==> src/rtl/core/pocid_pkg.sv <==
// Shared types and constants for the particle octree cell id block.
package pocid_pkg;

	localparam int POS_W      = 32;
	localparam int CELL_ID_W  = 30;
	localparam int LEVELS_W   = 4;
	localparam int CFG_ADDR_W = 3;
	localparam int CFG_DATA_W = 32;

	localparam logic [CFG_ADDR_W-1:0] REG_CENTER_X   = 3'd0;
	localparam logic [CFG_ADDR_W-1:0] REG_CENTER_Y   = 3'd1;
	localparam logic [CFG_ADDR_W-1:0] REG_CENTER_Z   = 3'd2;
	localparam logic [CFG_ADDR_W-1:0] REG_INV_LEN_X  = 3'd3;
	localparam logic [CFG_ADDR_W-1:0] REG_INV_LEN_Y  = 3'd4;
	localparam logic [CFG_ADDR_W-1:0] REG_INV_LEN_Z  = 3'd5;
	localparam logic [CFG_ADDR_W-1:0] REG_TREE_LEVEL = 3'd6;
	localparam logic [CFG_ADDR_W-1:0] REG_WRAP_EN    = 3'd7;

	localparam logic [POS_W-1:0]    INV_LEN_RESET = 32'd65536;
	localparam logic [LEVELS_W-1:0] LEVELS_RESET  = 4'd4;

	typedef struct packed {
		logic signed [POS_W-1:0] pos_x;
		logic signed [POS_W-1:0] pos_y;
		logic signed [POS_W-1:0] pos_z;
	} pos_t;

	typedef struct packed {
		logic [CELL_ID_W-1:0] cell_id;
		logic                 outside_box;
	} cell_t;

	typedef struct packed {
		logic signed [POS_W-1:0] center_x;
		logic signed [POS_W-1:0] center_y;
		logic signed [POS_W-1:0] center_z;
		logic [POS_W-1:0]        inv_len_x;
		logic [POS_W-1:0]        inv_len_y;
		logic [POS_W-1:0]        inv_len_z;
		logic [LEVELS_W-1:0]     tree_levels;
		logic                    wrap_enable;
	} cfg_t;

	typedef struct packed {
		logic ld_s2;
		logic ld_s3;
		logic ld_s4;
	} stage_ctl_t;

endpackage

==> src/rtl/core/pocid_axis.sv <==
// One axis: offset, magnitude, scale by reciprocal, round and clamp/wrap to a cell.
module pocid_axis #(
	parameter int FRAC_BITS  = 16,
	parameter int MAX_LEVELS = 11
) (
	input  logic                                  clk,
	input  pocid_pkg::stage_ctl_t                 ctl,
	input  logic signed [pocid_pkg::POS_W-1:0]    pos,
	input  logic signed [pocid_pkg::POS_W-1:0]    center,
	input  logic [pocid_pkg::POS_W-1:0]           inv_len,
	input  logic [$clog2(MAX_LEVELS)-1:0]         lm1,
	input  logic                                  wrap,
	output logic [MAX_LEVELS-2:0]                 coord,
	output logic                                  outside
);

	localparam int PW     = pocid_pkg::POS_W;
	localparam int LM1_W  = $clog2(MAX_LEVELS);
	localparam int CELL_W = MAX_LEVELS - 1;
	localparam int FB2    = 2 * FRAC_BITS;
	localparam int PROD_W = 2 * PW;
	localparam int ACC_W  = PROD_W + 2;
	localparam logic [ACC_W-1:0] HALF     = ACC_W'(1) << (FB2 - 1);
	localparam logic [LM1_W-1:0] CELL_W_V = LM1_W'(CELL_W);

	logic [PW:0]         d_s2;
	logic                negd_s3;
	logic [PW-1:0]       mag_s3;
	logic                negd_s4;
	logic [PROD_W-1:0]   prod_s4;
	logic [PROD_W-1:0]   prod_next;
	logic [PW-1:0]       mag_next;
	logic [ACC_W-1:0]    op;
	logic [ACC_W-1:0]    addend;
	logic [ACC_W-1:0]    acc;
	logic                neg;
	logic                big;
	logic [CELL_W-1:0]   top_bits;
	logic [CELL_W-1:0]   cell_raw;
	logic [CELL_W-1:0]   mask;
	logic [LM1_W-1:0]    sh;

	assign mag_next  = d_s2[PW] ? (~d_s2[PW-1:0] + PW'(1)) : d_s2[PW-1:0];
	assign prod_next = mag_s3 * inv_len;

	always_ff @(posedge clk) begin
		if (ctl.ld_s2) begin
			d_s2 <= {pos[PW-1], pos} - {center[PW-1], center};
		end
		if (ctl.ld_s3) begin
			negd_s3 <= d_s2[PW];
			mag_s3  <= mag_next;
		end
		if (ctl.ld_s4) begin
			negd_s4 <= negd_s3;
			prod_s4 <= prod_next;
		end
	end

	// signed product plus one half; negation folded into the same adder
	always_comb begin
		op     = negd_s4 ? {2'b11, ~prod_s4} : {2'b00, prod_s4};
		addend = negd_s4 ? (HALF + ACC_W'(1)) : HALF;
		acc    = op + addend;
		neg    = acc[ACC_W-1];
		big    = !neg && (|acc[ACC_W-2:FB2]);
		top_bits = acc[FB2-1 -: CELL_W];
		sh       = CELL_W_V - lm1;
		cell_raw = top_bits >> sh;
		mask     = ~({CELL_W{1'b1}} << lm1);
	end

	assign outside = neg || big;
	assign coord   = (outside && !wrap) ? (neg ? '0 : mask) : cell_raw;

endmodule

==> config.mk <==
export PLATFORM = sky130hd
export DESIGN_NAME = pocid_axis
export DESIGN_NICKNAME = d
export VERILOG_FILES = /design/src/rtl/core/pocid_pkg.sv /design/src/rtl/core/pocid_axis.sv
export SDC_FILE = /design/constraint.sdc
export NUM_CORES = 2
export LEC_CHECK = 0
export ABC_AREA = 1
export BUFFER_PORTS_ARGS = -buffer_cell sky130_fd_sc_hd__buf_2
export CORE_UTILIZATION = 60
export DETAILED_ROUTE_END_ITERATION = 10
export GPL_TIMING_DRIVEN = 0
export PLACE_DENSITY = 0.85
export SLEW_MARGIN = 20
export SYNTH_ARGS = -nofsm -noshare
export SYNTH_HDL_FRONTEND = slang
export SYNTH_SLANG_ARGS = --single-unit
==> constraint.sdc <==
create_clock -name clk -period 7.7 [get_ports clk]
set_input_delay 0.77 -clock clk [delete_from_list [all_inputs] [get_ports clk]]
set_output_delay 0.77 -clock clk [all_outputs]
set_load 0.03 [all_outputs]
* Word level (Yosys, flattened, before mapping)
Cells that the tools add are included.
Operators by class: muxes and demuxes 5, $mul 1, shifts and indexed selects 2, add/subtract/negate cells 4, bitwise gates (word level) 3, reduce and logical (&&, ||, !) cells 6
Operators by type and width (number):
- adder 66 x 32 -> 66 bit | 1
- two-way mux 66 bit | 1
- multiplier 32 x 32 -> 64 bit | 1
- NOT 64 bit | 1
- OR reduction 33 bit | 1
- subtractor 32 x 32 -> 33 bit | 1
- adder 32 x 1 -> 32 bit (second input constant) | 1
- two-way mux 32 bit | 1
- NOT 32 bit | 1
- two-way mux 10 bit | 2
- NOT 10 bit | 1
- left shift 10 x 4 -> 10 bit (first input constant) | 1
- right shift 10 x 4 -> 10 bit | 1
- subtractor 4 bit (first input constant) | 1
- logical AND 1 bit | 2
- zero test 1 bit | 2
- logical OR 1 bit | 1
- two-way mux 1 bit | 1
Word-level totals: register bits 131, output and inout port bits 11, word-level logic and storage cells 26

* Logic depth before layout (Yosys ltp)
depth after elaboration 8, depth in mapped cells 32, mapped depth without buffers 31

* Least setup slack after synthesis
Ideal clock, no wire load.
kind input to register, start input port inv_len[2] in the netlist's numbering, end register prod_s4[50], data pin, arrival 6.785 ns, setup slack 0.656 ns, library setup time 0.259 ns, stages 26, data required time 7.441 ns, cells stage by stage clkbuf_1 > nand2_1 > fa_1 > inv_1 > fa_1 > inv_1 > fa_1 > fa_1 > inv_1 > fa_1 > fa_1 > fa_1 > inv_1 > fa_1 > inv_1 > ha_1 > nand2_1 > nor2_1 > inv_1 > nor2_1 > inv_1 > nor4_1 > a21oi_1 > o21ai_0 > a21oi_1 > xnor2_1
Between the ends: word-level cells in the longest chain between the ends 1
RTL lines:
- start: declaration | RTL line pocid_axis.sv:10 | input logic [pocid_pkg::POS_W-1:0] inv_len,
- multiplier 32 x 32 -> 64 bit | RTL line pocid_axis.sv:44 | assign prod_next = mag_s3 * inv_len;
- net prod_next[50] | RTL line pocid_axis.sv:31 | logic [PROD_W-1:0] prod_next;
- end signal: assignment | RTL line pocid_axis.sv:56 | prod_s4 <= prod_next;
- end: declaration | RTL line pocid_axis.sv:30 | logic [PROD_W-1:0] prod_s4;
The timed path passes the listed nets, and every way through them passes these cells. A chain may end at the register's enable or synchronous reset.

* Worst setup path after layout
start register mag_s3[22], end register prod_s4[58], data pin
Between the ends: word-level cells in the longest chain between the ends 1
RTL lines:
- start: declaration | RTL line pocid_axis.sv:28 | logic [PW-1:0] mag_s3;
- start signal: assignment | RTL line pocid_axis.sv:52 | mag_s3 <= mag_next;
- multiplier 32 x 32 -> 64 bit | RTL line pocid_axis.sv:44
- net prod_next[58] | RTL line pocid_axis.sv:31
The timed path passes the listed nets, and every way through them passes these cells.

==> impl_metrics.json <==
{
  "worstMarginPinSlew_ps": 957,
  "end_kind": "register",
  "drtAntennaViolNets": 0,
  "synth-seq-cells": 131,
  "layout-drive-gt1-share_pct": 7.03,
  "grt_first_pass_wirelength_um": 258000,
  "crit_path_frequent_cell": "fa_1",
  "crit_path_start_kind": "register",
  "synth_ff_type": "edfxtp_1",
  "drv_slew": 0,
  "path_clk_slew_ps": 80,
  "wire_per_inst_um": 24.6,
  "worst-r2r-cell-count": 25,
  "critPathArrivalTime_ps": 7930,
  "fmax_ghz": 0.130,
  "postSynthCellCount": 6053,
  "violations": "setup timing",
  "setup_ws_ps": -14.4,
  "ctsHoldBuffers": 0,
  "syn-cell-area_mm2": 0.0452,
  "rr_endpoint": "prod_s4[58]",
  "ys_top_cells_by_area": "fa_1, inv_1, nand2_1",
  "maxSlewHeadroom_pct": 36.2,
  "seq_area_mm2": 0.00393,
  "drc": 0,
  "startpoint": "mag_s3[22]",
  "cts_max_level": 4,
  "postRouteWirelength_um": 177000,
  "num_vias": 40766,
  "reg2reg_slack_ps": -10,
  "r2r_start": "mag_s3[22]",
  "worstPathMaxFanout": 10,
  "final_cells": 7205,
  "min_path_cells": 0,
  "synth_edf_count": 131,
  "hold_path_class": "reg2reg",
  "final_nets": 7520,
  "dpl.cell_count": 7139,
  "io_pins": 116,
  "yosysTopAreaCellShare_pct": 39.7,
  "multi_input_area_mm2": 0.0338,
  "criticalPathCategory": "reg2reg",
  "period_share_pct": 100,
  "cts_buffer_depth": 2,
  "initial_core_util_pct": 60.7,
  "cts-buffers-inserted": 17,
  "slowest_stage": "fa_1",
  "yosysWarnings": 0,
  "preCtsSetupSlack_ps": -1380,
  "n_fill_cell": 6518,
  "routed_via_density": 5.66,
  "cts_tree": "yes",
  "final_cell_mix": "inv_1, nand2_1, fa_1",
  "required_ps": 7920,
  "firstDrtPassIters": 8,
  "die_h_um": 277,
  "die_w_um": 277,
  "drt_iter0_markers": 4581,
  "maxCapViolations": 0,
  "rows": 100,
  "die-area_mm2": 0.0765,
  "finalSetupViolCount": 1,
  "clock-sinks": 131,
  "antenna_found_initial": 10,
  "hpwlAfterDp_um": 146000,
  "min-delay-start": "d_s2[0]",
  "finalWeightedCongestion": 1.09,
  "ys_types": 51,
  "place_area_mm2": 0.0471,
  "hold_viol_final": 0,
  "overflow": 0,
  "clk_latency_ps": 490,
  "max_stage_delay_ps": 630,
  "grt_max_degree": 66,
  "synthToLayoutAreaGrowth_pct": 7.51,
  "synth_area_per_cell_um2": 7.47,
  "finalClockSkew_ps": 22.5,
  "yosysSeqAreaShare_pct": 8.70,
  "grt_pass1_vias": 40956,
  "utilization_pct": 65.2,
  "cts-root-buf": "clkbuf_16",
  "core_area_mm2": 0.0746,
  "layout.cells.most_common": "inv_1",
  "synth_nets": 7356,
  "grt_usage_pct": 46.9,
  "min_to": "mag_s3[0]",
  "min_period_ps": 7710,
  "outcome": "finished, violations left",
  "fin_area_mm2": 0.0486,
  "yosysTopAreaCell": "fa_1",
  "async_reset_ff_share_pct": 0,
  "port_buffers": 115
}
-- cell usage after synthesis (2+ instances only) --
library cell,count
buf_1,2
o21ai_1,5
buf_6,11
or2_2,3
a221oi_1,2
clkinv_1,4
o21ai_0,75
nand3_2,2
nor2_2,22
nand4_1,21
nor4_1,7
buf_4,6
nand2_1,1747
o21a_1,10
fa_1,897
nor2_1,303
nand3b_1,9
edfxtp_1,131
a21o_1,8
a31oi_1,35
o31ai_1,2
nand2_2,9
a21oi_1,144
xnor2_1,57
and3_1,3
o21bai_1,3
inv_1,1772
ha_1,301
xor2_1,81
o2111ai_1,2
clkbuf_1,197
o211ai_1,11
xor2_2,2
inv_2,6
nand3_1,108
nor3_1,26
buf_2,3
a21boi_0,12
a41oi_1,2
-- how the worst max path moves through the flow --
stage	to	slack (ps)	cells after the start
floorplan	prod_s4[50]	660	26
CTS	prod_s4[60]	4	26
finish	prod_s4[58]	-10	25
global route	prod_s4[63]	-40	26
detailed placement	prod_s4[60]	-1380	23
global placement	prod_s4[60]	-1510	23
-- critical path, delay by kind of cell, from the launching register on --
| family | cells | cell delay (ps) |
|---|---|---|
| simple gates | 3 | 320 |
| xor+xnor | 1 | 160 |
| compound gates | 6 | 1040 |
| fa+ha+maj | 9 | 4540 |
| buf+inv | 6 | 750 |
| flops | 1 | 610 |
-- logic make-up (layout without fill, tap and decap cells) --
kind of cell	count (synthesis)	after routing	share of synthesized area [%]
DFF	131	131	8.70
buffers and inverters	2003	2179	16.9
and+or+nand+nor	2264	2264	19.7
AOI/OAI and AO/OA	317	317	3.96
other	0	7	0
xor gates and xnor gates	140	140	2.74
adders and majority gates	1198	1198	48.0
-- metal layers --
layer  vias to the layer above  part of all wire (%)  global-route usage, %
met1                     19692                    36                   58.2
met4                        17                   7.8                   28.3
met2                      2790                    43                   70.3
li1                      17619                     -                      -
met5                         -                  0.17                      0
met3                       648                    14                   16.8
-- sequential cells by signal, summed over array words and instances, names as in the netlist --
signal	cells
d_s2	33
mag_s3	32
negd_s3	1
negd_s4	1
prod_s4	64
-- stage by stage --
stage | setup TNS [ps] | hold slack, ps
floorplan | 0 | 400
global placement | -39300 | 488
detailed placement | -34990 | 487
CTS | 0 | 504
global route | -119 | 516
finish | -14.4 | 502
-- cell type report --
class,instances,area share [%]
flip-flops and latches,131,8.09
multi-input cells,3919,69.4
clock buffers,17,0.875
diodes,7,0.0360
inverters,1783,13.8
clock inverters,14,0.463
repair buffers,147,1.88
plain buffers,218,2.98
well taps,969,2.49
-- repair_timing --
item                       in CTS  in global routing
gates resized for setup       192                215
buffers inserted               10                 20
pin swaps                       0                  3
setup endpoints to repair      41                 30
gates cloned                    0                  0
Power is not shown: default switching activity piles up to over one toggle a cycle in this logic, so the estimate is an artifact.
