`src/rtl/core/pocid_pkg.sv`:
```
// Shared types and constants for the particle octree cell id block.
package pocid_pkg;

	localparam int POS_W      = 32;
	localparam int CELL_ID_W  = 30;
	localparam int LEVELS_W   = 4;
	localparam int CFG_ADDR_W = 3;
	localparam int CFG_DATA_W = 32;

	localparam logic [CFG_ADDR_W-1:0] REG_CENTER_X   = 3'd0;
	localparam logic [CFG_ADDR_W-1:0] REG_CENTER_Y   = 3'd1;
	localparam logic [CFG_ADDR_W-1:0] REG_CENTER_Z   = 3'd2;
	localparam logic [CFG_ADDR_W-1:0] REG_INV_LEN_X  = 3'd3;
	localparam logic [CFG_ADDR_W-1:0] REG_INV_LEN_Y  = 3'd4;
	localparam logic [CFG_ADDR_W-1:0] REG_INV_LEN_Z  = 3'd5;
	localparam logic [CFG_ADDR_W-1:0] REG_TREE_LEVEL = 3'd6;
	localparam logic [CFG_ADDR_W-1:0] REG_WRAP_EN    = 3'd7;

	localparam logic [POS_W-1:0]    INV_LEN_RESET = 32'd65536;
	localparam logic [LEVELS_W-1:0] LEVELS_RESET  = 4'd4;

	typedef struct packed {
		logic signed [POS_W-1:0] pos_x;
		logic signed [POS_W-1:0] pos_y;
		logic signed [POS_W-1:0] pos_z;
	} pos_t;

	typedef struct packed {
		logic [CELL_ID_W-1:0] cell_id;
		logic                 outside_box;
	} cell_t;

	typedef struct packed {
		logic signed [POS_W-1:0] center_x;
		logic signed [POS_W-1:0] center_y;
		logic signed [POS_W-1:0] center_z;
		logic [POS_W-1:0]        inv_len_x;
		logic [POS_W-1:0]        inv_len_y;
		logic [POS_W-1:0]        inv_len_z;
		logic [LEVELS_W-1:0]     tree_levels;
		logic                    wrap_enable;
	} cfg_t;

	typedef struct packed {
		logic ld_s2;
		logic ld_s3;
		logic ld_s4;
	} stage_ctl_t;

endpackage

```
`src/rtl/core/pocid_cfg.sv`:
```
// Configuration register file for the particle octree cell id block.
module pocid_cfg (
	input  logic                                 clk,
	input  logic                                 arst_n,
	input  logic                                 cfg_we,
	input  logic [pocid_pkg::CFG_ADDR_W-1:0]     cfg_addr,
	input  logic [pocid_pkg::CFG_DATA_W-1:0]     cfg_wdata,
	output pocid_pkg::cfg_t                      cfg
);

	pocid_pkg::cfg_t cfg_q;

	always_ff @(posedge clk or negedge arst_n) begin
		if (!arst_n) begin
			cfg_q.center_x    <= '0;
			cfg_q.center_y    <= '0;
			cfg_q.center_z    <= '0;
			cfg_q.inv_len_x   <= pocid_pkg::INV_LEN_RESET;
			cfg_q.inv_len_y   <= pocid_pkg::INV_LEN_RESET;
			cfg_q.inv_len_z   <= pocid_pkg::INV_LEN_RESET;
			cfg_q.tree_levels <= pocid_pkg::LEVELS_RESET;
			cfg_q.wrap_enable <= 1'b0;
		end else if (cfg_we) begin
			unique case (cfg_addr)
				pocid_pkg::REG_CENTER_X:   cfg_q.center_x    <= cfg_wdata;
				pocid_pkg::REG_CENTER_Y:   cfg_q.center_y    <= cfg_wdata;
				pocid_pkg::REG_CENTER_Z:   cfg_q.center_z    <= cfg_wdata;
				pocid_pkg::REG_INV_LEN_X:  cfg_q.inv_len_x   <= cfg_wdata;
				pocid_pkg::REG_INV_LEN_Y:  cfg_q.inv_len_y   <= cfg_wdata;
				pocid_pkg::REG_INV_LEN_Z:  cfg_q.inv_len_z   <= cfg_wdata;
				pocid_pkg::REG_TREE_LEVEL: cfg_q.tree_levels <= cfg_wdata[pocid_pkg::LEVELS_W-1:0];
				pocid_pkg::REG_WRAP_EN:    cfg_q.wrap_enable <= cfg_wdata[0];
			endcase
		end
	end

	assign cfg = cfg_q;

endmodule

```
`config.mk`:
```
export PLATFORM = sky130hd
export DESIGN_NAME = pocid_cfg
export DESIGN_NICKNAME = d
export VERILOG_FILES = /design/src/rtl/core/pocid_pkg.sv /design/src/rtl/core/pocid_cfg.sv
export SDC_FILE = /design/constraint.sdc
export NUM_CORES = 1
export LEC_CHECK = 0
export BUFFER_PORTS_ARGS = -buffer_cell sky130_fd_sc_hd__buf_4
export CAP_MARGIN = 0
export CORE_UTILIZATION = 55
export DETAILED_ROUTE_END_ITERATION = 12
export PLACE_DENSITY = 0.93
export SETUP_SLACK_MARGIN = 0.1
export SLEW_MARGIN = 5
export SYNTH_ARGS = -nofsm -noshare
export SYNTH_HDL_FRONTEND = slang
export SYNTH_SLANG_ARGS = --single-unit
```
`constraint.sdc`:
```
create_clock -name clk -period 1.1 [get_ports clk]
set_input_delay 0.33 -clock clk [delete_from_list [all_inputs] [get_ports clk]]
set_output_delay 0.33 -clock clk [all_outputs]
set_load 0.02 [all_outputs]
```
==> Flow_metrics.wiki, run 1 <==
{| class="wikitable"
! Metric !! Value
|-
| CTS Hold Bufs || 1
|-
| Count of mapped cells out of synthesis || 427
|-
| Die span in x || 118.3 um
|-
| Terminating stage of the flow || clock tree synthesis (4_1_cts)
|-
| Number of levels in the clock H-tree || 4
|-
| Post-synthesis xor/xnor area fraction || 0%
|-
| Detail Placement HPWL || 13.68 mm
|-
| Main combinational cell family by area after synthesis || multiplexers
|-
| Routability congestion estimate || 0.8055
|-
| Cells after DPL || 837
|-
| Count of buffers added by post-CTS timing repair for setup || 102
|-
| Sequential element share of the synthesized area || 66.33%
|-
| Proportion of netlist area held by the largest area contributor || 64.92%
|-
| Top cells by area in the synthesized netlist || sky130_fd_sc_hd__dfrtp_1 65%, sky130_fd_sc_hd__mux2_2 28%, sky130_fd_sc_hd__mux2_1 2.3%
|-
| Post-synthesis cell area || 0.007440 sq mm
|-
| Port Buf Inserts || 234
|-
| Top-Level Pins || 235
|-
| Longest Clk Path Bufs || 2
|-
| Run status || aborted with a tool error
|-
| CTS buffer count || 17
|-
| Compound-gate portion of the synthesized area || 0%
|-
| Post-cts sizing count || 305
|-
| Post-Synthesis Mean Instance Area || 17.42 sq um
|-
| Synthesized-area fraction occupied by and/or/nand/nor cells || 1.160%
|-
| Synth Register Bits || 197
|-
| Post-synth top area cell || sky130_fd_sc_hd__dfrtp_1
|-
| Initial standard-cell utilization of the core || 56.18%
|-
| Chip Height || 118.3 um
|-
| Error msg || [ERROR DPL-0033] detailed placement checks failed during check placement.
|-
| CTS Root Buffer Type || sky130_fd_sc_hd__clkbuf_16
|-
| Cell Rows || 42
|-
| Count of unique library cells instantiated by Yosys || 11
|-
| Post-synthesis mux area share || 29.82%
|-
| Clock sink count || 197
|-
| Net Count, Synth || 465
|-
| Adder-cell share of the synthesized area || 0%
|-
| Number of warning messages in the yosys log || 0
|}
cells by family after synthesis:
kind of cell           after synthesis
buffers and inverters               25
DFF                                197
muxes                              197
and+or+nand+nor                      8
cell usage after synthesis:
cell type and count:
sky130_fd_sc_hd__dfrtp_1 193, sky130_fd_sc_hd__mux2_2 182, sky130_fd_sc_hd__mux2_1 15, sky130_fd_sc_hd__buf_6 12, sky130_fd_sc_hd__buf_2 11, sky130_fd_sc_hd__dfstp_2 4
sky130_fd_sc_hd__nand4b_1 3, sky130_fd_sc_hd__nor4bb_1 3, sky130_fd_sc_hd__clkbuf_2 2, sky130_fd_sc_hd__nand4_1 1, sky130_fd_sc_hd__nor4b_4 1
through the flow:
| stage | area, sq um | setup slack [ns] |
|---|---|---|
| 3_3_place_gp | 9912 | -0.5245 |
| 2_1_floorplan | 7830 | -0.3978 |
| 3_5_place_dp | 9912 | -0.5885 |
==> run 2: changes to the inputs <==
Settings changed: CORE_UTILIZATION 55 to 40, PLACE_DENSITY 0.93 to unset, PLACE_DENSITY_LB_ADDON set to 0.15, SETUP_SLACK_MARGIN 0.1 to unset.
==> run 2 against run 1 <==
Net effect: the flow now finishes, with violations (design-rule violations, negative setup slack); area after synthesis did not move; synthesized cell count unchanged.
==> Flow_metrics.wiki, run 2 <==
{| class="wikitable"
! Metric !! Value
|-
| Count of maximum capacitance violations || 0
|-
| Worst Hold Slack || 0.1775 ns
|-
| Power density over cell area || 2051 mW/mm^2
|-
| Setup repair after global routing missed its margin || true
|-
| Overall global routing resource usage || 22.91%
|-
| Run status || complete, but fails checks
|-
| Clock transition time at the flip-flop clock pins of the worst setup and hold paths || 0.07 ns
|-
| Die span in x || 138.4 um (+17%)
|-
| Element type at the critical path end || output pin
|-
| Number of antenna cells inserted || 0
|-
| Number of global-route vias before repair || 5441
|-
| Synth Register Bits || 197 (unchanged)
|-
| Fill count || 1235
|-
| Area added between synthesis and finish || 70.11%
|-
| Layout Skew || 0 ns
|-
| Static leakage || 6.107 nW
|-
| Proportion of power drawn by flip-flops and latches || 39.0%
|-
| Routability congestion estimate || 0.7228 (-10%)
|-
| Final Net Count || 842
|-
| Class of the tightest hold or removal check || primary input to flop
|-
| Post-route DRC violation count || 32
|-
| Detail Placement HPWL || 12.61 mm (-7.9%)
|-
| Share of flip-flops with an asynchronous set or reset after synthesis || 100.0% (unchanged)
|-
| Starting DRC count in detailed routing || 176
|-
| Number of warning messages in the yosys log || 0 (unchanged)
|-
| Initial antenna violation count || 0
|-
| Routed via count || 5085
|-
| Net Count, Synth || 465 (unchanged)
|-
| Top cells by area in the synthesized netlist || sky130_fd_sc_hd__dfrtp_1 65%, sky130_fd_sc_hd__mux2_2 28%, sky130_fd_sc_hd__mux2_1 2.3%
|-
| Finish-stage setup viols || 289
|-
| Place WS || -0.5518 ns (+0.03677 ns)
|-
| Count of flip-flops with a built-in enable after synthesis || 0 (unchanged)
|-
| Post-synthesis cell area || 0.007440 sq mm (unchanged)
|-
| Setup Crit Path Kind || flop to output pin
|-
| TritonCTS clock tree || done
|-
| DR pass1 iterations || 8
|-
| CTS Root Buffer Type || sky130_fd_sc_hd__clkbuf_16
|-
| Internal || 17.96 mW
|-
| CTS buffer count || 17 (unchanged)
|-
| Main synth FF type || sky130_fd_sc_hd__dfrtp_1
|-
| Cell Rows || 49 (+17%)
|-
| Max FFs per register || 197
|-
| Top cells by count, synth || 193 x sky130_fd_sc_hd__dfrtp_1, 182 x sky130_fd_sc_hd__mux2_2, 15 x sky130_fd_sc_hd__mux2_1
|-
| Worst-case headroom to the max-slew limit || 77.17%
|-
| Worst path cell trace || buf_6
|-
| Cell with the most instances after synthesis || sky130_fd_sc_hd__dfrtp_1
|-
| Worst setup margin || -0.3331 ns
|-
| Share of post-route cells with drive strength above 1 || 75.74%
|-
| Kind of cell with the highest combined delay on the critical path || flip-flops
|-
| Sequential element share of the synthesized area || 66.33% (unchanged)
|-
| Fin. Hold Viols || 0
|-
| Antenna Nets Post-Route || 0
|-
| Longest Clk Path Bufs || 2 (unchanged)
|-
| Fin crit share || 130.3%
|-
| Cells after DPL || 885 (+5.7%)
|-
| Global-route wire length before repair || 32.90 mm
|-
| Routed wirelength normalized by instance count || 20.89 um
|-
| Count of mapped cells out of synthesis || 427 (unchanged)
|-
| Violated checks || design-rule violations, negative setup slack
|-
| Skew-Pair Late Insertion Delay || 0.42 ns
|-
| Worst path slowest cell || sky130_fd_sc_hd__dfstp_2
|-
| Pin count of the biggest net entering global routing || 51
|-
| Initial standard-cell utilization of the core || 41.13% (-15 points)
|-
| Clock Power Share || 22.5%
|-
| Critical Path Start Type || flop
|-
| Proportion of netlist area held by the largest area contributor || 64.92% (unchanged)
|-
| Chip Height || 138.4 um (+17%)
|-
| Comb power frac || 38.5%
|-
| Clock period minus final worst setup slack || 1.433 ns
|-
| Slew Limit Fails || 0
|-
| Core region area || 0.01809 sq mm
|-
| Crit path largest cell delay || 0.55 ns
|-
| Data arrival time of the critical path || 1.10 ns
|-
| Via/cell ratio || 4.866
|-
| Clock sink count || 197 (unchanged)
|-
| Area of the die || 0.01915 sq mm
|-
| Post-Synthesis Mean Instance Area || 17.42 sq um (unchanged)
|-
| Number of levels in the clock H-tree || 4 (unchanged)
|-
| Most common cell after layout, fill and taps aside || sky130_fd_sc_hd__buf_6
|-
| Port Buf Inserts || 234 (unchanged)
|-
| Max Clk Rate || 697.8 MHz
|-
| CP Buf/Inv Count || 1
|-
| Top fanout value on the critical path || 2
|-
| Most frequent cells in the layout || 203 x sky130_fd_sc_hd__buf_6, 193 x sky130_fd_sc_hd__dfrtp_1, 148 x sky130_fd_sc_hd__buf_4
|-
| Post-synth top area cell || sky130_fd_sc_hd__dfrtp_1
|-
| Count of unique library cells instantiated by Yosys || 11 (unchanged)
|-
| Non-filler instance count after layout || 1045
|-
| Critical path data required time || 0.77 ns
|-
| Net switching power || 7.993 mW
|-
| Sw Ratio || 30.79%
|-
| Flop-to-flop setup slack || 0.06 ns
|-
| Routed wire length || 21.83 mm
|-
| Worst ir drop on vdd || 1.118 mV
|-
| Tot Pwr || 25.96 mW
|-
| Top-Level Pins || 235 (unchanged)
|-
| Grt ovf || 0
|-
| Actual transition at the worst max-transition pin || 0.3411 ns
|}
run 2: path summary, 6_finish.rpt:
check                        startpoint        to  depth (start not counted)
max in group asynchronous        arst_n    cfg[3]                          3
setup / recovery                cfg[53]   cfg[53]                          1
setup reg to reg               cfg[186]  cfg[186]                          3
min in group asynchronous        arst_n  cfg[162]                          2
hold / removal             cfg_wdata[8]   cfg[45]                          2
hold reg to reg                  cfg[1]    cfg[1]                          1
run 2: stage by stage:
step	setup TNS (ns)	utilization, %	cell area [sq um]
2_1_floorplan	-62.79	-	7830
3_3_place_gp	-82.24	54.84	9918
3_5_place_dp	-88.25	54.84	9918
4_1_cts	-44.51	67.53	12210
5_1_grt	-51.32	69.98	12660
6_report	-43.25	69.98	12660
run 2: kinds of logic (layout without fill, tap and decap cells):
family | after synthesis | after routing | synth area share [%]
mux | 197 | 197 | 29.82
flops | 197 | 197 | 66.33
buf+inv | 25 | 414 | 2.691
simple gates | 8 | 8 | 1.161
run 2: power groups by stage:
stage | clock network (mW) | registers [mW] | logic [mW]
floorplan | 0 | 11.8 | 1.91
global placement | 0 | 9.86 | 7.24
detailed placement | 0 | 9.94 | 7.35
CTS | 5.96 | 10.1 | 9.39
global route | 6.29 | 10.3 | 10.4
finish | 5.85 | 10.1 | 9.98
run 2: cell type report:
type	instances	area (sq um)	area share [%]
Tap cell	229	286.5	2.264
Multi-Input combinational cell	205	2819	22.27
Clock buffer	21	480.5	3.796
Timing Repair Buffer	383	4061	32.09
Sequential cell	197	4935	38.99
Clock inverter	10	73.82	0.5833
run 2: repair_timing:
action / CTS / global route
gates resized for setup: 265 / 18
pin swaps: 4 / 4
hold buffers: 1 / 0
cloned: 10 / 1
hold endpoints to repair: 47 / 0
setup buffers: 70 / 48
endpoints found under the setup margin: 319 / 310
run 2: per-layer routing:
| metal | track usage, % | vias to the layer above | routed length, um |
|---|---|---|---|
| met5 | 0 | - | 0 |
| met3 | 5.611 | 16 | 1199 |
| met1 | 30.44 | 2636 | 9748 |
| li1 | - | 2278 | - |
| met4 | 7.333 | 0 | 271 |
| met2 | 37.03 | 155 | 10610 |
Note: power is estimated with default switching activity, not from simulation.
==> run 3: changes to the inputs <==
Settings changed: ABC_AREA set to 1, CORE_UTILIZATION 40 to 27, RECOVER_POWER set to 50.
==> run 3 against run 2 <==
Net effect: the run ends with negative setup slack left; worst hold slack lost 0.034 ns; global-route usage shrank 3.8 points; cell area down 3.1%; setup slack got worse by 0.0048 ns; clock-buffer cell count decreased by 3; non-clock buffer count decreased by 4; fmax down 0.34%; largest power group unchanged.
==> Flow_metrics.wiki, run 3 <==
{| class="wikitable"
! Metric !! Value
|-
| Skew-Pair Late Insertion Delay || 0.43 ns (about the same)
|-
| Post-synthesis cell area || 0.007779 sq mm (+4.6%)
|-
| Class of the tightest hold or removal check || primary input to flop
|-
| Critical Path Start Type || flop
|-
| Final design instance area without fill || 0.01227 sq mm (-3.1%)
|-
| Most common cell after layout, fill and taps aside || sky130_fd_sc_hd__nand2_1
|-
| CTS buffer count || 17 (unchanged)
|-
| Via/cell ratio || 4.356 (-10%)
|-
| Clock transition time at the flip-flop clock pins of the worst setup and hold paths || 0.08 ns (about the same)
|-
| Max FFs per register || 197 (unchanged)
|-
| Actual transition at the worst max-transition pin || 0.4058 ns (+0.06469 ns)
|-
| Highest routed layer || met4
|-
| FF/Latch Area || 0.004935 sq mm (unchanged)
|-
| Critical path data required time || 0.77 ns (about the same)
|-
| Synth Register Bits || 197 (unchanged)
|-
| Share of flip-flops with an asynchronous set or reset after synthesis || 100.0% (unchanged)
|-
| Worst path cell trace || buf_6
|-
| Max Clk Rate || 695.5 MHz (-0.34%)
|-
| Clock sink count || 197 (unchanged)
|-
| Post-Synthesis Mean Instance Area || 9.003 sq um (-48%)
|-
| Crit path largest cell delay || 0.56 ns (about the same)
|-
| Sequential element share of the synthesized area || 63.44% (-2.9 points)
|-
| Cell Rows || 61 (+24%)
|-
| Post-synth top area cell || sky130_fd_sc_hd__dfrtp_1
|-
| Total Neg Setup Slack || -39.98 ns (+3.272 ns)
|-
| Die span in x || 171.7 um (+24%)
|-
| Final core occ || 43.68% (-26 points)
|-
| Routability congestion estimate || 0.7602 (+5.2%)
|-
| Final Net Count || 1249 (+48%)
|-
| Run status || complete, but fails checks
|-
| Number of antenna cells inserted || 0 (unchanged)
|-
| Fin. Hold Viols || 0 (unchanged)
|-
| Number of warning messages in the yosys log || 0 (unchanged)
|-
| Setup repair after global routing missed its margin || true
|-
| Finish-stage setup viols || 217 (-25%)
|-
| Initial standard-cell utilization of the core || 27.70% (-13 points)
|-
| Overall global routing resource usage || 19.11% (-3.8 points)
|-
| Count of mapped cells out of synthesis || 864 (+100%)
|-
| Grt ovf || 0 (unchanged)
|-
| TritonCTS clock tree || done
|-
| Antenna Nets Post-Route || 0 (unchanged)
|-
| Top cells by area in the synthesized netlist || sky130_fd_sc_hd__dfrtp_1 62%, sky130_fd_sc_hd__nand2_1 23%, sky130_fd_sc_hd__nand3_1 8.3%
|-
| Layout Skew || 0 ns (unchanged)
|-
| Worst-case headroom to the max-slew limit || 72.92% (-4.2 points)
|-
| Main synth FF type || sky130_fd_sc_hd__dfrtp_1
|-
| Tot Pwr || 23.79 mW (-8.3%)
|-
| Routed wire length || 27.64 mm (+27%)
|-
| Area added between synthesis and finish || 57.71%
|-
| Kind of cell with the highest combined delay on the critical path || flip-flops
|-
| Longest Clk Path Bufs || 2 (unchanged)
|-
| Initial antenna violation count || 0 (unchanged)
|-
| Routed wirelength normalized by instance count || 17.25 um (-17%)
|-
| Chip Height || 171.7 um (+24%)
|-
| DRT met1 WL || 12.89 mm (+32%)
|-
| CTS Root Buffer Type || sky130_fd_sc_hd__clkbuf_16
|-
| Data arrival time of the critical path || 1.11 ns (about the same)
|-
| Setup Crit Path Kind || flop to output pin
|-
| Worst ir drop on vdd || 0.8820 mV (-21%)
|-
| Detail Placement HPWL || 18.89 mm (+50%)
|-
| Count of flip-flops with a built-in enable after synthesis || 0 (unchanged)
|-
| Global-route wire length before repair || 42.28 mm (+29%)
|-
| Area taken by multi-input logic gates || 0.002495 sq mm (-11%)
|-
| Sum of met2 wire segment lengths after detailed routing || 12.98 mm (+22%)
|-
| Area of the die || 0.02949 sq mm (+54%)
|-
| Proportion of netlist area held by the largest area contributor || 62.09% (-2.8 points)
|-
| Violated checks || negative setup slack
|-
| Clock period minus final worst setup slack || 1.438 ns (+0.004822 ns)
|-
| Slew Limit Fails || 0 (unchanged)
|-
| DR pass1 iterations || 4 (-4)
|-
| Fin crit share || 130.7% (+0.44 points)
|-
| Fill count || 2885 (+130%)
|-
| Element type at the critical path end || output pin
|-
| Count of unique library cells instantiated by Yosys || 17 (+6)
|-
| Pin count of the biggest net entering global routing || 53 (+3.9%)
|-
| Top cells by count, synth || 471 x sky130_fd_sc_hd__nand2_1, 193 x sky130_fd_sc_hd__dfrtp_1, 129 x sky130_fd_sc_hd__nand3_1
|-
| Worst path slowest cell || sky130_fd_sc_hd__dfstp_2
|-
| Worst setup margin || -0.3379 ns (-0.004822 ns)
|-
| Number of global-route vias before repair || 6960 (+28%)
|-
| Port Buf Inserts || 234 (unchanged)
|-
| Most frequent cells in the layout || 472 x sky130_fd_sc_hd__nand2_1, 201 x sky130_fd_sc_hd__buf_6, 193 x sky130_fd_sc_hd__dfrtp_1
|-
| Cell with the most instances after synthesis || sky130_fd_sc_hd__nand2_1
|-
| CP Buf/Inv Count || 1 (unchanged)
|-
| Met3 wirelength from detailed routing || 1.584 mm (+32%)
|-
| Count of maximum capacitance violations || 0 (unchanged)
|-
| Post-route DRC violation count || 0 (-100%)
|-
| Static leakage || 6.601 nW (+8.1%)
|-
| Share of post-route cells with drive strength above 1 || 34.23% (-42 points)
|-
| Routed via count || 6978 (+37%)
|-
| Top-Level Pins || 235 (unchanged)
|-
| Placed cell areas || 0.01038 sq mm (+4.7%)
|-
| Net Count, Synth || 902 (+94%)
|-
| Core region area || 0.02809 sq mm (+55%)
|-
| Number of levels in the clock H-tree || 4 (unchanged)
|-
| Power density over cell area || 1940 mW/mm^2 (-5.4%)
|-
| Starting DRC count in detailed routing || 421 (+140%)
|-
| Top fanout value on the critical path || 2 (unchanged)
|}
## run 3: timing repair
action | in CTS | in global routing
setup endpoints to repair | 197 | 197
hold endpoints to repair | 75 | 0
buffers inserted | 55 | 37
gates resized for setup | 197 | 0
hold buffers | 1 | 0
## run 3: logic make-up after synthesis
group	after synthesis	share of synthesized area [%]
AO/OA/AOI/OAI	1	0.06428
flip-flops	197	63.44
AND/OR/NAND/NOR	609	32.15
buffers and inverters	57	4.343
## run 3: worst register-to-register path, delay by kind of cell, from the launching register on
kind / cells / cell delay, ns
flops: 1 / 0.40
buf+inv: 2 / 0.27
simple gates: 2 / 0.10
## run 3: final timing paths
path | from | end | slack, ns | depth (start not counted)
worst max-delay path | cfg[85] | cfg[85] | -0.34 | 1
worst min register to register | cfg[3] | cfg[3] | 0.48 | 2
min in group asynchronous | arst_n | cfg[155] | 0.29 | 2
worst max register to register | cfg[182] | cfg[182] | 0.23 | 4
worst min-delay path | cfg_wdata[16] | cfg[21] | 0.14 | 3
max in group asynchronous | arst_n | cfg[148] | -0.02 | 4
## run 3: report_power, final
group          internal (mW)  switching (mW)
clock network           3.02            3.14
registers               8.62            1.09
logic                   4.04            3.89
total                   15.7            8.12
## run 3: layout make-up
cell class,count,share of cell area [%]
clock buffer,18,3.498
clock inverter,14,1.152
inverter,6,0.1836
multi-input combinational,610,20.34
sequential,197,40.22
tap,378,3.855
timing repair buffer,379,30.75
## run 3: through the flow
stage	instances	hold WS (ns)	setup WS, ns
CTS	1565	0.1182	-0.3553
detailed placement	1477	0.1543	-0.2426
finish	1602	0.1436	-0.3379
global placement	1477	0.1552	-0.2591
global route	1602	0.1413	-0.3733
floorplan	864	0.03441	0.03508
## run 3: layer usage
| layer | GRT usage (%) | vias to the layer above |
|---|---|---|
| met4 | 3.655 | 0 |
| met3 | 4.809 | 12 |
| met1 | 26.74 | 3400 |
| li1 | - | 3390 |
| met2 | 29.87 | 176 |
| met5 | 0 | - |
==> run 4: changes to the inputs <==
Settings changed: ABC_AREA 1 to unset, CORE_UTILIZATION 27 to 55, GPL_TIMING_DRIVEN set to 0.
==> run 4 against run 3 <==
Net effect: the flow now stops in global routing (5_1_grt); synthesized cell count is 51% lower; area after synthesis is 4.4% lower.
==> Flow_metrics.wiki, run 4 <==
{| class="wikitable"
! Metric !! Value
|-
| Run status || aborted with a tool error
|-
| Terminating stage of the flow || global routing (5_1_grt)
|-
| Error msg || [ERROR DPL-0038] Utilization greater than 100%, impossible to legalize
|-
| Sequential element share of the synthesized area || 66.33% (+2.9 points)
|-
| Proportion of netlist area held by the largest area contributor || 64.92% (+2.8 points)
|-
| Count of flip-flops with a built-in enable after synthesis || 0 (unchanged)
|-
| Share of flip-flops with an asynchronous set or reset after synthesis || 100.0% (unchanged)
|-
| Die span in x || 118.3 um (-31%)
|-
| Chip Height || 118.3 um (-31%)
|-
| CTS buffer count || 17 (unchanged)
|-
| Top-Level Pins || 235 (unchanged)
|-
| Longest Clk Path Bufs || 2 (unchanged)
|-
| CTS Root Buffer Type || sky130_fd_sc_hd__clkbuf_16
|-
| Detail Placement HPWL || 12.06 mm (-36%)
|-
| Top cells by area in the synthesized netlist || sky130_fd_sc_hd__dfrtp_1 65%, sky130_fd_sc_hd__mux2_2 28%, sky130_fd_sc_hd__mux2_1 2.3%
|-
| Post-synthesis cell area || 0.007440 sq mm (-4.4%)
|-
| Main synth FF type || sky130_fd_sc_hd__dfrtp_1
|-
| Top cells by count, synth || 193 x sky130_fd_sc_hd__dfrtp_1, 182 x sky130_fd_sc_hd__mux2_2, 15 x sky130_fd_sc_hd__mux2_1
|-
| Number of warning messages in the yosys log || 0 (unchanged)
|-
| Post-Synthesis Mean Instance Area || 17.42 sq um (+94%)
|-
| Type of pin the worst path ends at || output port
|-
| Synth Register Bits || 197 (unchanged)
|-
| Cell Rows || 42 (-31%)
|-
| Port Buf Inserts || 230 (-1.7%)
|-
| Routability congestion estimate || 0.7321 (-3.7%)
|-
| Initial standard-cell utilization of the core || 56.18% (+28 points)
|-
| Net Count, Synth || 465 (-48%)
|-
| Number of levels in the clock H-tree || 4 (unchanged)
|-
| Count of mapped cells out of synthesis || 427 (-51%)
|-
| Count of unique library cells instantiated by Yosys || 11 (-6)
|-
| Endpoint pin with the least setup slack after global-route repair || cfg[53]
|-
| Post-synth top area cell || sky130_fd_sc_hd__dfrtp_1
|-
| Pin count of the biggest net entering global routing || 103
|-
| Cell with the most instances after synthesis || sky130_fd_sc_hd__dfrtp_1
|-
| Clock sink count || 197 (unchanged)
|-
| Placed cell areas || 0.009812 sq mm (-5.5%)
|}
==> run 4: cell families after synthesis <==
logic type	count (synthesis)	synth area share, %
flip-flops	197	66.33
AND/OR/NAND/NOR	8	1.161
buffers and inverters	25	2.691
multiplexers	197	29.82
==> run 4: repair_timing <==
action	4_1_cts
endpoints found under the hold margin	92
pin swaps	1
cloned	8
setup buffers	112
gates resized for setup	271
endpoints found under the setup margin	346
==> run 4: per-stage QoR <==
stage / std cells / TNS (ns) / hold slack, ns / setup WS (ns)
CTS: 986 / -50.43 / -0.05662 / -0.3331
floorplan: 427 / -62.79 / 0.03441 / -0.3978
global placement: 833 / -365.41 / 0.4711 / -1.432
detailed placement: 834 / -115.43 / 0.3894 / -0.6010
